$ cat config.mk
export PLATFORM = sky130hd
export DESIGN_NAME = hsv_to_rgb_converter
export DESIGN_NICKNAME = d
export VERILOG_FILES = /design/src/hw/rtl/hsv_pkg.sv /design/src/hw/rtl/hsv_to_rgb_converter.sv
export VERILOG_INCLUDE_DIRS = /design/src /design/src/hw/rtl
export SDC_FILE = /design/constraint.sdc
export NUM_CORES = 2
export LEC_CHECK = 0
export BUFFER_PORTS_ARGS = -buffer_cell sky130_fd_sc_hd__buf_4
export CAP_MARGIN = 20
export CELL_PAD_IN_SITES_DETAIL_PLACEMENT = 2
export CELL_PAD_IN_SITES_GLOBAL_PLACEMENT = 2
export CORE_ASPECT_RATIO = 0.6
export CORE_MARGIN = 8
export CORE_UTILIZATION = 43
export CTS_CLUSTER_SIZE = 40
export DETAILED_ROUTE_END_ITERATION = 8
export PLACE_DENSITY = 0.82
export SYNTH_ARGS = -nofsm -noshare
export SYNTH_HDL_FRONTEND = slang
export SYNTH_SLANG_ARGS = --single-unit
$ cat constraint.sdc
create_clock -name clk -period 9.44 [get_ports clk]
set_clock_uncertainty 0.15 [all_clocks]
set_input_delay 1.888 -clock clk [delete_from_list [all_inputs] [get_ports clk]]
set_output_delay 1.888 -clock clk [all_outputs]
set_load 0.1 [all_outputs]
$ cat src/hw/rtl/hsv_to_rgb_converter_macros.svh
// Assertion macros shared by the HSV to RGB converter.
`ifndef HSV_TO_RGB_CONVERTER_MACROS_SVH
`define HSV_TO_RGB_CONVERTER_MACROS_SVH

// The property must hold in the same cycle that the condition is seen.
`define HSV_IMPLIES(label, cond, prop, msg) \
  label: assert property (@(posedge clk) disable iff (rst) (cond) |-> (prop)) \
    else $error(msg);

// The signal must keep its value in the cycle after the condition is seen.
`define HSV_HOLDS(label, cond, sig, msg) \
  label: assert property (@(posedge clk) disable iff (rst) (cond) |=> $stable(sig)) \
    else $error(msg);

`endif

$ cat src/hw/rtl/hsv_pkg.sv
// Constants and types for the HSV to RGB converter.
package hsv_pkg;

  localparam int unsigned HUE_W       = 13;
  localparam int unsigned CHAN_W      = 8;
  localparam int unsigned REM_W       = 10;
  localparam int unsigned SECTOR_SPAN = 960;
  localparam int unsigned CHAN_MAX    = 255;
  localparam int unsigned QT_DEN      = CHAN_MAX * SECTOR_SPAN;
  localparam int unsigned SECTOR_MAX  = ((1 << HUE_W) - 1) / SECTOR_SPAN;
  localparam int unsigned SECTOR_CNT  = 6;

  localparam int unsigned PROD_W  = 18;
  localparam int unsigned NQ_W    = 26;
  localparam int unsigned NP_W    = 16;

  // Reciprocal scaling for the constant divisions.
  localparam int unsigned QT_SHIFT = NQ_W;
  localparam int unsigned QT_RECIP = (1 << QT_SHIFT) / QT_DEN;
  localparam int unsigned P_SHIFT  = NP_W;
  localparam int unsigned P_RECIP  = (1 << P_SHIFT) / CHAN_MAX;
  localparam int unsigned QT_EST_W = QT_SHIFT + 9;
  localparam int unsigned P_EST_W  = P_SHIFT + 9;

  typedef enum logic [2:0] {
    SEC_RY = 3'd0,
    SEC_YG = 3'd1,
    SEC_GC = 3'd2,
    SEC_CB = 3'd3,
    SEC_BM = 3'd4,
    SEC_MR = 3'd5
  } sector_t;

endpackage

$ cat src/hw/rtl/hsv_to_rgb_converter.sv
// Five-stage pipelined HSV to RGB pixel converter, top level.
//
// Converts one pixel per clock while rgb_stall is low, from hue (1/16 degree),
// saturation and brightness to 8-bit red, green and blue by the hexcone rule with
// truncating integer division. A pixel passes in order through hue sector split,
// saturation products, brightness products, reciprocal quotient estimates, and
// quotient correction with channel selection into the output register. The pipeline
// accepts a new beat every cycle while hsv_stall is low; a stage holds only when the
// stage after it is full and held, so bubbles close up under output stall. Hue values
// at or above the full circle wrap once.
module hsv_to_rgb_converter (
  input  logic        clk,
  input  logic        rst,
  input  logic        hsv_valid,
  output logic        hsv_stall,
  input  logic [12:0] hue,
  input  logic [7:0]  saturation,
  input  logic [7:0]  brightness,
  output logic        rgb_valid,
  input  logic        rgb_stall,
  output logic [7:0]  red,
  output logic [7:0]  green,
  output logic [7:0]  blue
);

  import hsv_pkg::*;

  `include "hsv_to_rgb_converter_macros.svh"

  logic en1, en2, en3, en4, en5;

  // Stage 1: sector and remainder.
  logic                s1_vld;
  sector_t             s1_sector;
  logic [REM_W-1:0]    s1_rem;
  logic [CHAN_W-1:0]   s1_s, s1_v;

  // Stage 2: saturation products.
  logic                s2_vld;
  sector_t             s2_sector;
  logic [PROD_W-1:0]   s2_sq, s2_st;
  logic [CHAN_W-1:0]   s2_sc, s2_v;

  // Stage 3: numerators.
  logic                s3_vld;
  sector_t             s3_sector;
  logic [NQ_W-1:0]     s3_nq, s3_nt;
  logic [NP_W-1:0]     s3_np;
  logic [CHAN_W-1:0]   s3_v;

  // Stage 4: quotient estimates.
  logic                s4_vld;
  sector_t             s4_sector;
  logic [NQ_W-1:0]     s4_nq, s4_nt;
  logic [NP_W-1:0]     s4_np;
  logic [CHAN_W-1:0]   s4_eq, s4_et, s4_ep, s4_v;

  // Output stage.
  logic [CHAN_W-1:0]   out_v;

  assign en5 = !rgb_valid || !rgb_stall;
  assign en4 = !s4_vld || en5;
  assign en3 = !s3_vld || en4;
  assign en2 = !s2_vld || en3;
  assign en1 = !s1_vld || en2;
  assign hsv_stall = !en1;

  // Sector split over the whole 13-bit hue range, then fold the wrapped sectors.
  logic [3:0]       raw_sec;
  logic [HUE_W-1:0] rem_full;
  logic [3:0]       fold_sec;

  always_comb begin
    raw_sec = '0;
    for (int k = 1; k <= int'(SECTOR_MAX); k++) begin
      raw_sec = raw_sec + 4'(hue >= HUE_W'(k * SECTOR_SPAN));
    end
    rem_full = hue - HUE_W'(int'(raw_sec) * SECTOR_SPAN);
    fold_sec = (raw_sec >= 4'(SECTOR_CNT)) ? raw_sec - 4'(SECTOR_CNT) : raw_sec;
  end

  logic [QT_EST_W-1:0] est_q, est_t;
  logic [P_EST_W-1:0]  est_p;

  always_comb begin
    est_q = QT_EST_W'(s3_nq) * QT_EST_W'(QT_RECIP);
    est_t = QT_EST_W'(s3_nt) * QT_EST_W'(QT_RECIP);
    est_p = P_EST_W'(s3_np) * P_EST_W'(P_RECIP);
  end

  // Quotient correction: the estimate is at most one below the true quotient.
  logic [NQ_W-1:0]   res_q, res_t;
  logic [NP_W-1:0]   res_p;
  logic [CHAN_W-1:0] fin_q, fin_t, fin_p;
  logic [CHAN_W-1:0] red_next, green_next, blue_next;

  always_comb begin
    res_q = s4_nq - NQ_W'(NQ_W'(s4_eq) * NQ_W'(QT_DEN));
    res_t = s4_nt - NQ_W'(NQ_W'(s4_et) * NQ_W'(QT_DEN));
    res_p = s4_np - NP_W'(NP_W'(s4_ep) * NP_W'(CHAN_MAX));
    fin_q = s4_eq + CHAN_W'(res_q >= NQ_W'(QT_DEN));
    fin_t = s4_et + CHAN_W'(res_t >= NQ_W'(QT_DEN));
    fin_p = s4_ep + CHAN_W'(res_p >= NP_W'(CHAN_MAX));
    case (s4_sector)
      SEC_RY: begin
        red_next = s4_v;  green_next = fin_t; blue_next = fin_p;
      end
      SEC_YG: begin
        red_next = fin_q; green_next = s4_v;  blue_next = fin_p;
      end
      SEC_GC: begin
        red_next = fin_p; green_next = s4_v;  blue_next = fin_t;
      end
      SEC_CB: begin
        red_next = fin_p; green_next = fin_q; blue_next = s4_v;
      end
      SEC_BM: begin
        red_next = fin_t; green_next = fin_p; blue_next = s4_v;
      end
      default: begin
        red_next = s4_v;  green_next = fin_p; blue_next = fin_q;
      end
    endcase
  end

  always_ff @(posedge clk) begin
    if (rst) begin
      s1_vld    <= 1'b0;
      s2_vld    <= 1'b0;
      s3_vld    <= 1'b0;
      s4_vld    <= 1'b0;
      rgb_valid <= 1'b0;
    end else begin
      if (en1) s1_vld <= hsv_valid;
      if (en2) s2_vld <= s1_vld;
      if (en3) s3_vld <= s2_vld;
      if (en4) s4_vld <= s3_vld;
      if (en5) rgb_valid <= s4_vld;
    end
  end

  always_ff @(posedge clk) begin
    if (en1) begin
      s1_sector <= sector_t'(fold_sec[2:0]);
      s1_rem    <= rem_full[REM_W-1:0];
      s1_s      <= saturation;
      s1_v      <= brightness;
    end
    if (en2) begin
      s2_sector <= s1_sector;
      s2_sq     <= PROD_W'(s1_s) * PROD_W'(s1_rem);
      s2_st     <= PROD_W'(s1_s) * (PROD_W'(SECTOR_SPAN) - PROD_W'(s1_rem));
      s2_sc     <= CHAN_W'(CHAN_MAX) - s1_s;
      s2_v      <= s1_v;
    end
    if (en3) begin
      s3_sector <= s2_sector;
      s3_nq     <= NQ_W'(s2_v) * (NQ_W'(QT_DEN) - NQ_W'(s2_sq));
      s3_nt     <= NQ_W'(s2_v) * (NQ_W'(QT_DEN) - NQ_W'(s2_st));
      s3_np     <= NP_W'(s2_v) * NP_W'(s2_sc);
      s3_v      <= s2_v;
    end
    if (en4) begin
      s4_sector <= s3_sector;
      s4_nq     <= s3_nq;
      s4_nt     <= s3_nt;
      s4_np     <= s3_np;
      s4_eq     <= est_q[QT_SHIFT +: CHAN_W];
      s4_et     <= est_t[QT_SHIFT +: CHAN_W];
      s4_ep     <= est_p[P_SHIFT +: CHAN_W];
      s4_v      <= s3_v;
    end
    if (en5) begin
      red   <= red_next;
      green <= green_next;
      blue  <= blue_next;
      out_v <= s4_v;
    end
  end

  `HSV_IMPLIES(a_est_close, s4_vld, (res_q < NQ_W'(2 * QT_DEN)) && (res_t < NQ_W'(2 * QT_DEN)) && (res_p < NP_W'(2 * CHAN_MAX)), "Quotient estimate is more than one below the true quotient.")
  `HSV_IMPLIES(a_peak_chan, rgb_valid, (red == out_v) || (green == out_v) || (blue == out_v), "No output channel equals the brightness.")
  `HSV_IMPLIES(a_chan_bound, rgb_valid, (red <= out_v) && (green <= out_v) && (blue <= out_v), "An output channel exceeds the brightness.")
  `HSV_HOLDS(a_s1_hold, s1_vld && !en2, s1_rem, "First stage changed while the next stage was held.")

endmodule

== Word-level counts from Yosys, hierarchy flattened ==
Cells that the tools add are included.

* Output and inout bits: 26
* Input port bits: 33
* Register bits: 295
* Word-level logic and storage cells: 98

* Multiply operators: 12
* Order comparisons: 12
* $add $sub $neg: 19
* Equality and inequality tests: 4
* Reduce and logical (&&, ||, !) cells: 17
* Multiplexer cells: 4

{| class="wikitable"
|+ Operators by type and width
! cell !! number
|-
| $pmux W8 S3 || 3
|-
| $mul A26 B8 Y33 const B || 2
|-
| $ge A13 B13 Y1 const B || 4
|-
| $ge A26 B18 Y1 const B || 2
|-
| $mul A9 B19 Y26 || 2
|-
| $sub A26 B26 Y26 || 2
|-
| $mul A8 B12 Y20 const B || 2
|-
| $sub A18 B18 Y19 const A || 2
|-
| $ge A13 B12 Y1 const B || 2
|-
| $add A8 B1 Y8 || 3
|-
| $mul A16 B9 Y24 const B || 1
|-
| $mul A8 B10 Y18 || 1
|-
| $mul A9 B11 Y18 || 1
|-
| $add A4 B1 Y4 || 4
|-
| $ge A16 B8 Y1 const B || 1
|-
| $mul A8 B8 Y16 || 1
|-
| $mul A8 B8 Y16 const B || 1
|-
| $sub A16 B16 Y16 || 1
|-
| $ge A13 B10 Y1 const B || 1
|-
| $ge A13 B11 Y1 const B || 1
|-
| $sub A10 B10 Y11 const A || 1
|-
| $sub A10 B10 Y10 || 1
|-
| $reduce_or A2 Y1 || 4
|-
| $sub A8 B8 Y8 const A || 1
|-
| other kinds (13) || 24
|}

== Longest topological paths before layout ==
* Depth in word-level cells: 10
* Depth in mapped cells: 36
* Gate-level depth less buffers: 36

== Worst setup path after synthesis ==
OpenSTA, ideal clock, no wires.

* Kind: flip-flop to flip-flop
* Start point: reg s4_eq[5]
* End point: reg red[1] (data pin)
* Path buffers: 0
* Slack: 2.344 ns
* Data required time: 9.016 ns
* Cell stages (with the launch flop): 31
* Period minus slack after synthesis: 7.096 ns
* Arrival time: 6.672 ns
* Library setup time: 0.274 ns
* Cell sequence: edfxtp_1 -> fa_1 -> inv_1 -> fa_1 -> inv_1 -> fa_1 -> inv_1 -> fa_1 -> inv_1 -> ha_1 -> a21o_1 -> a21o_1 -> a41o_1 -> o41ai_1 -> xor2_1 -> ha_1 -> inv_1 -> nor2_1 -> nor2_1 -> xnor2_1 -> nor2_1 -> a22oi_1 -> nand4_1 -> a2111oi_2 -> nand4_1 -> ha_1 -> ha_1 -> mux2_2 -> mux2_2 -> nor2_1 -> a31oi_1

* Cells in the longest elaborated chain, start to end: 5

{| class="wikitable"
|+ RTL lines
! what !! line !! text
|-
| start: declaration || hsv_to_rgb_converter.sv:56 || <nowiki>logic [CHAN_W-1:0] s4_eq, s4_et, s4_ep, s4_v;</nowiki>
|-
| start signal: assignment || hsv_to_rgb_converter.sv:168 || <nowiki>s4_eq <= est_q[QT_SHIFT +: CHAN_W];</nowiki>
|-
| $mul A8 B12 Y20 || hsv_to_rgb_converter.sv:98 || <nowiki>res_q = s4_nq - NQ_W'(NQ_W'(s4_eq) * NQ_W'(QT_DEN));</nowiki>
|-
| $sub A26 B26 Y26 || hsv_to_rgb_converter.sv:98 ||
|-
| $ge A26 B18 Y1 || hsv_to_rgb_converter.sv:101 || <nowiki>fin_q = s4_eq + CHAN_W'(res_q >= NQ_W'(QT_DEN));</nowiki>
|-
| $add A8 B1 Y8 || hsv_to_rgb_converter.sv:101 ||
|-
| $pmux W8 S3 || hsv_to_rgb_converter.sv:104 || <nowiki>case (s4_sector)</nowiki>
|-
| via red_next[1] || hsv_to_rgb_converter.sv:95 || <nowiki>logic [CHAN_W-1:0] red_next, green_next, blue_next;</nowiki>
|-
| end signal: assignment || hsv_to_rgb_converter.sv:174 || <nowiki>red <= red_next;</nowiki>
|-
| end: declaration || hsv_to_rgb_converter.sv:21 || <nowiki>output logic [7:0] red,</nowiki>
|}

The timed path passes the listed nets, and every way through them passes these cells.
A chain may end at the register's enable or synchronous reset.

== Worst setup path after layout ==
* Start point: reg s4_eq[5]
* End point: reg green[6] (data pin)

* Cells in the longest elaborated chain, start to end: 5

{| class="wikitable"
|+ RTL lines
! what !! line !! text
|-
| $mul A8 B12 Y20 || hsv_to_rgb_converter.sv:98 ||
|-
| $sub A26 B26 Y26 || hsv_to_rgb_converter.sv:98 ||
|-
| $ge A26 B18 Y1 || hsv_to_rgb_converter.sv:101 ||
|-
| $add A8 B1 Y8 * || hsv_to_rgb_converter.sv:101 ||
|-
| $pmux W8 S3 * || hsv_to_rgb_converter.sv:104 ||
|-
| via green_next[6] || hsv_to_rgb_converter.sv:95 ||
|-
| end signal: assignment || hsv_to_rgb_converter.sv:175 || <nowiki>green <= green_next;</nowiki>
|-
| end: declaration || hsv_to_rgb_converter.sv:22 || <nowiki>output logic [7:0] green,</nowiki>
|}

The timed path passes the listed nets; every way through them passes the cells marked *.

==> flow_summary.ini <==
[synthesis]
synth_compound_area_share_pct = 7.75
yosys.area.top_type = fa_1
synth_simple_gate_area_share_pct = 13.0
ys_async_sr_fraction_pct = 0
synthMuxAreaShare_pct = 0.564
yosysMostFrequentCell = inv_1
synth_top_area_share_pct = 25.8
ys_seq_area_share_pct = 20.8
netlist_instances = 4152
ys_ff_latch = 281
synth_area_leaders = fa_1 26%, edfxtp_1 21%, ha_1 18%
synth_commonest_cells = 912 x inv_1, 586 x ha_1, 520 x fa_1, 326 x nand2_1, 282 x and2_1
synth_top_family_by_area = adder cells
synth_edf_count = 276
avgSynthCellArea_um2 = 9.73
ys_warn_count = 0
yosys_most_used_dff = edfxtp_1
synthDistinctLibCells = 85
synth_xor_area_share_pct = 4.79
synthesis.nets = 5291
synthAdderAreaFrac_pct = 43.9
synth_area_mm2 = 0.0404

[worst_hold_path]
whs_endpoint = s4_v[3]
holdPathStages = 0
hp-start = s3_v[3]
hp-class = reg2reg

[timing]
slew_headroom_pct = 24.7
fmax_mhz = 118
period_needed_ns = 8.49
timing.final.crit_share_pct = 89.9
maxSlewViolCount = 0
final.setup.worst_slack_ns = 0.949
worstMarginPinSlew_ns = 1.13
setup_tns_ns = 0
hold_viol_final = 0
finalSetupViolations = 0
rsz0062_at_grt = no

[worst_setup_path]
slowest_stage = fa_1
path_common_cell = inv_1
crit_type = reg2reg
cp.required_ns = 9.57
r2r_slack_ns = 0.95
worst_r2r_path_depth = 33
critical_path_arrival_ns = 8.63
reg2reg_from = s4_eq[5]
endpoint_kind = flop
slowest_delay_ns = 0.69
critical_path.max_fanout = 7
start_kind = flop
rr_endpoint = green[6]

[cells_and_area]
layout.nets = 5323
syn_to_final_growth_pct = 7.37
layout.cells.non_filler = 5458
drive_above_1_share_pct = 3.85
n_fill_cell = 9842

[routing]
final_antenna_net_count = 0
drt_iter0_drc = 1597
wirelength_um = 135000
wl_per_cell_um = 24.8
post_drt_via_cell_ratio = 5.49
drc = 0
first_pass_iters = 5
via_count = 29900

[grt]
grt_pass1_wl_um = 214000
track_usage_pct = 26.1
grt_pass1_vias = 35700
overflow = 0
grt_max_degree = 68
antenna_found_initial = 4

[floorplanning]
die_x_um = 412
dieArea_mm2 = 0.104
fp.dieH_um = 253
fp-row-count = 87
io_pins = 59
start_util_pct = 43.2
core-area_mm2 = 0.0935

[cts]
h-tree-depth = 2
clk_latency_ns = 0.59
cts-hold-fix-buffers = 0
numCtsBuffers = 36
cts.sinks = 281
tritoncts = built
root_buffer = clkbuf_16
cts_resized = 0
cts.clk_slew.worst_paths_ns = 0.06
cts_buffer_depth = 3
post_cts_buffers = 0

[placed_design]
post-place-ws_ns = 1.23
port-buffer-count = 58
placedCellCount = 5392
dp_hpwl_um = 106000
gp_congestion = 0.821

[run_status]
status = finished, final reports clean

[flow_run]
drv_cap = 0
-- cells by family after synthesis --
kind of cell,count (synthesis)
buf+inv,997
compound gates,474
mux,22
fa+ha+maj,1106
simple gates,1051
flops,281
xor+xnor,221
-- critical path: cells and delay by family, from the launching register on --
family                     cells  cell delay (ns)
AOI/OAI and AO/OA              9             1.75
xor gates and xnor gates       3             0.64
adders and majority gates      8             3.56
buffers and inverters          5             0.37
DFF                            1             0.61
and+or+nand+nor                8             1.08
-- state kept, by name (all words and copies together) (netlist names), 10 cells and up --
register,count
s4_np,16
s3_nt,25
s4_nq,20
s2_st,17
s3_np,16
s3_nq,26
s4_nt,20
s2_sq,18
s1_rem,10
-- metrics by stage --
stage | cell area, µm² | hold slack (ns) | util, %
6_report | 43400 | 0.269 | 46.4
5_1_grt | 43400 | 0.285 | 46.4
3_3_place_gp | 42200 | 0.253 | 45.2
4_1_cts | 43400 | 0.270 | 46.4
2_1_floorplan | 40400 | 0.250 | -
3_5_place_dp | 42200 | 0.256 | 45.2
-- area by class of cell --
| type | count | area, µm² | area share (%) |
|---|---|---|---|
| Inverter | 916 | 3440 | 7.93 |
| Clock buffer | 44 | 952 | 2.20 |
| Sequential cell | 281 | 8390 | 19.3 |
| Multi-Input combinational cell | 2874 | 28300 | 65.2 |
| Timing Repair Buffer | 75 | 563 | 1.30 |
| Clock inverter | 20 | 188 | 0.433 |
| Antenna cell | 2 | 5.00 | 0.0115 |
| Tap cell | 1246 | 1560 | 3.59 |
-- layout by cell type, fill, tap and decap left out, types with 8 or more instances in the layout --
cell type	count
a211oi_1	22
a21boi_0	12
a21o_1	38
a21oi_1	133
a31oi_1	15
and2_1	282
and3_1	22
buf_4	75
clkbuf_16	37
clkinv_1	9
edfxtp_1	276
fa_1	520
ha_1	586
inv_1	911
mux2i_1	16
nand2_1	325
nand2b_1	25
nand3_1	44
nand4_1	18
nor2_1	184
nor2b_1	48
nor3_1	52
nor4_1	8
o211ai_1	15
o21a_1	32
o21ai_0	102
o21ai_1	9
o31ai_1	8
or3_1	8
xnor2_1	155
xor2_1	66
-- how the worst max path moves through the flow --
stage | from | slack, ns | depth (start not counted) | end
4_1_cts | s4_eq[5] | 1.03 | 33 | green[6]
3_3_place_gp | s4_eq[5] | 1.60 | 30 | red[1]
2_1_floorplan | s4_eq[5] | 2.34 | 30 | red[1]
3_5_place_dp | s4_eq[5] | 1.23 | 33 | green[4]
5_1_grt | s4_eq[2] | 0.60 | 34 | green[6]
6_report | s4_eq[5] | 0.95 | 33 | green[6]
-- routing by layer --
layer | vias to the layer above | GRT usage (%) | wire, µm
li1 | 13400 | - | -
met1 | 15700 | 34.8 | 60800
met2 | 679 | 45.1 | 65700
met3 | 206 | 3.10 | 5570
met4 | 0 | 6.60 | 3260
met5 | - | 0 | 0
Power is left out: the tool's default activity adds up to more than one toggle a clock period on the data nets, which glitch-free logic cannot reach.
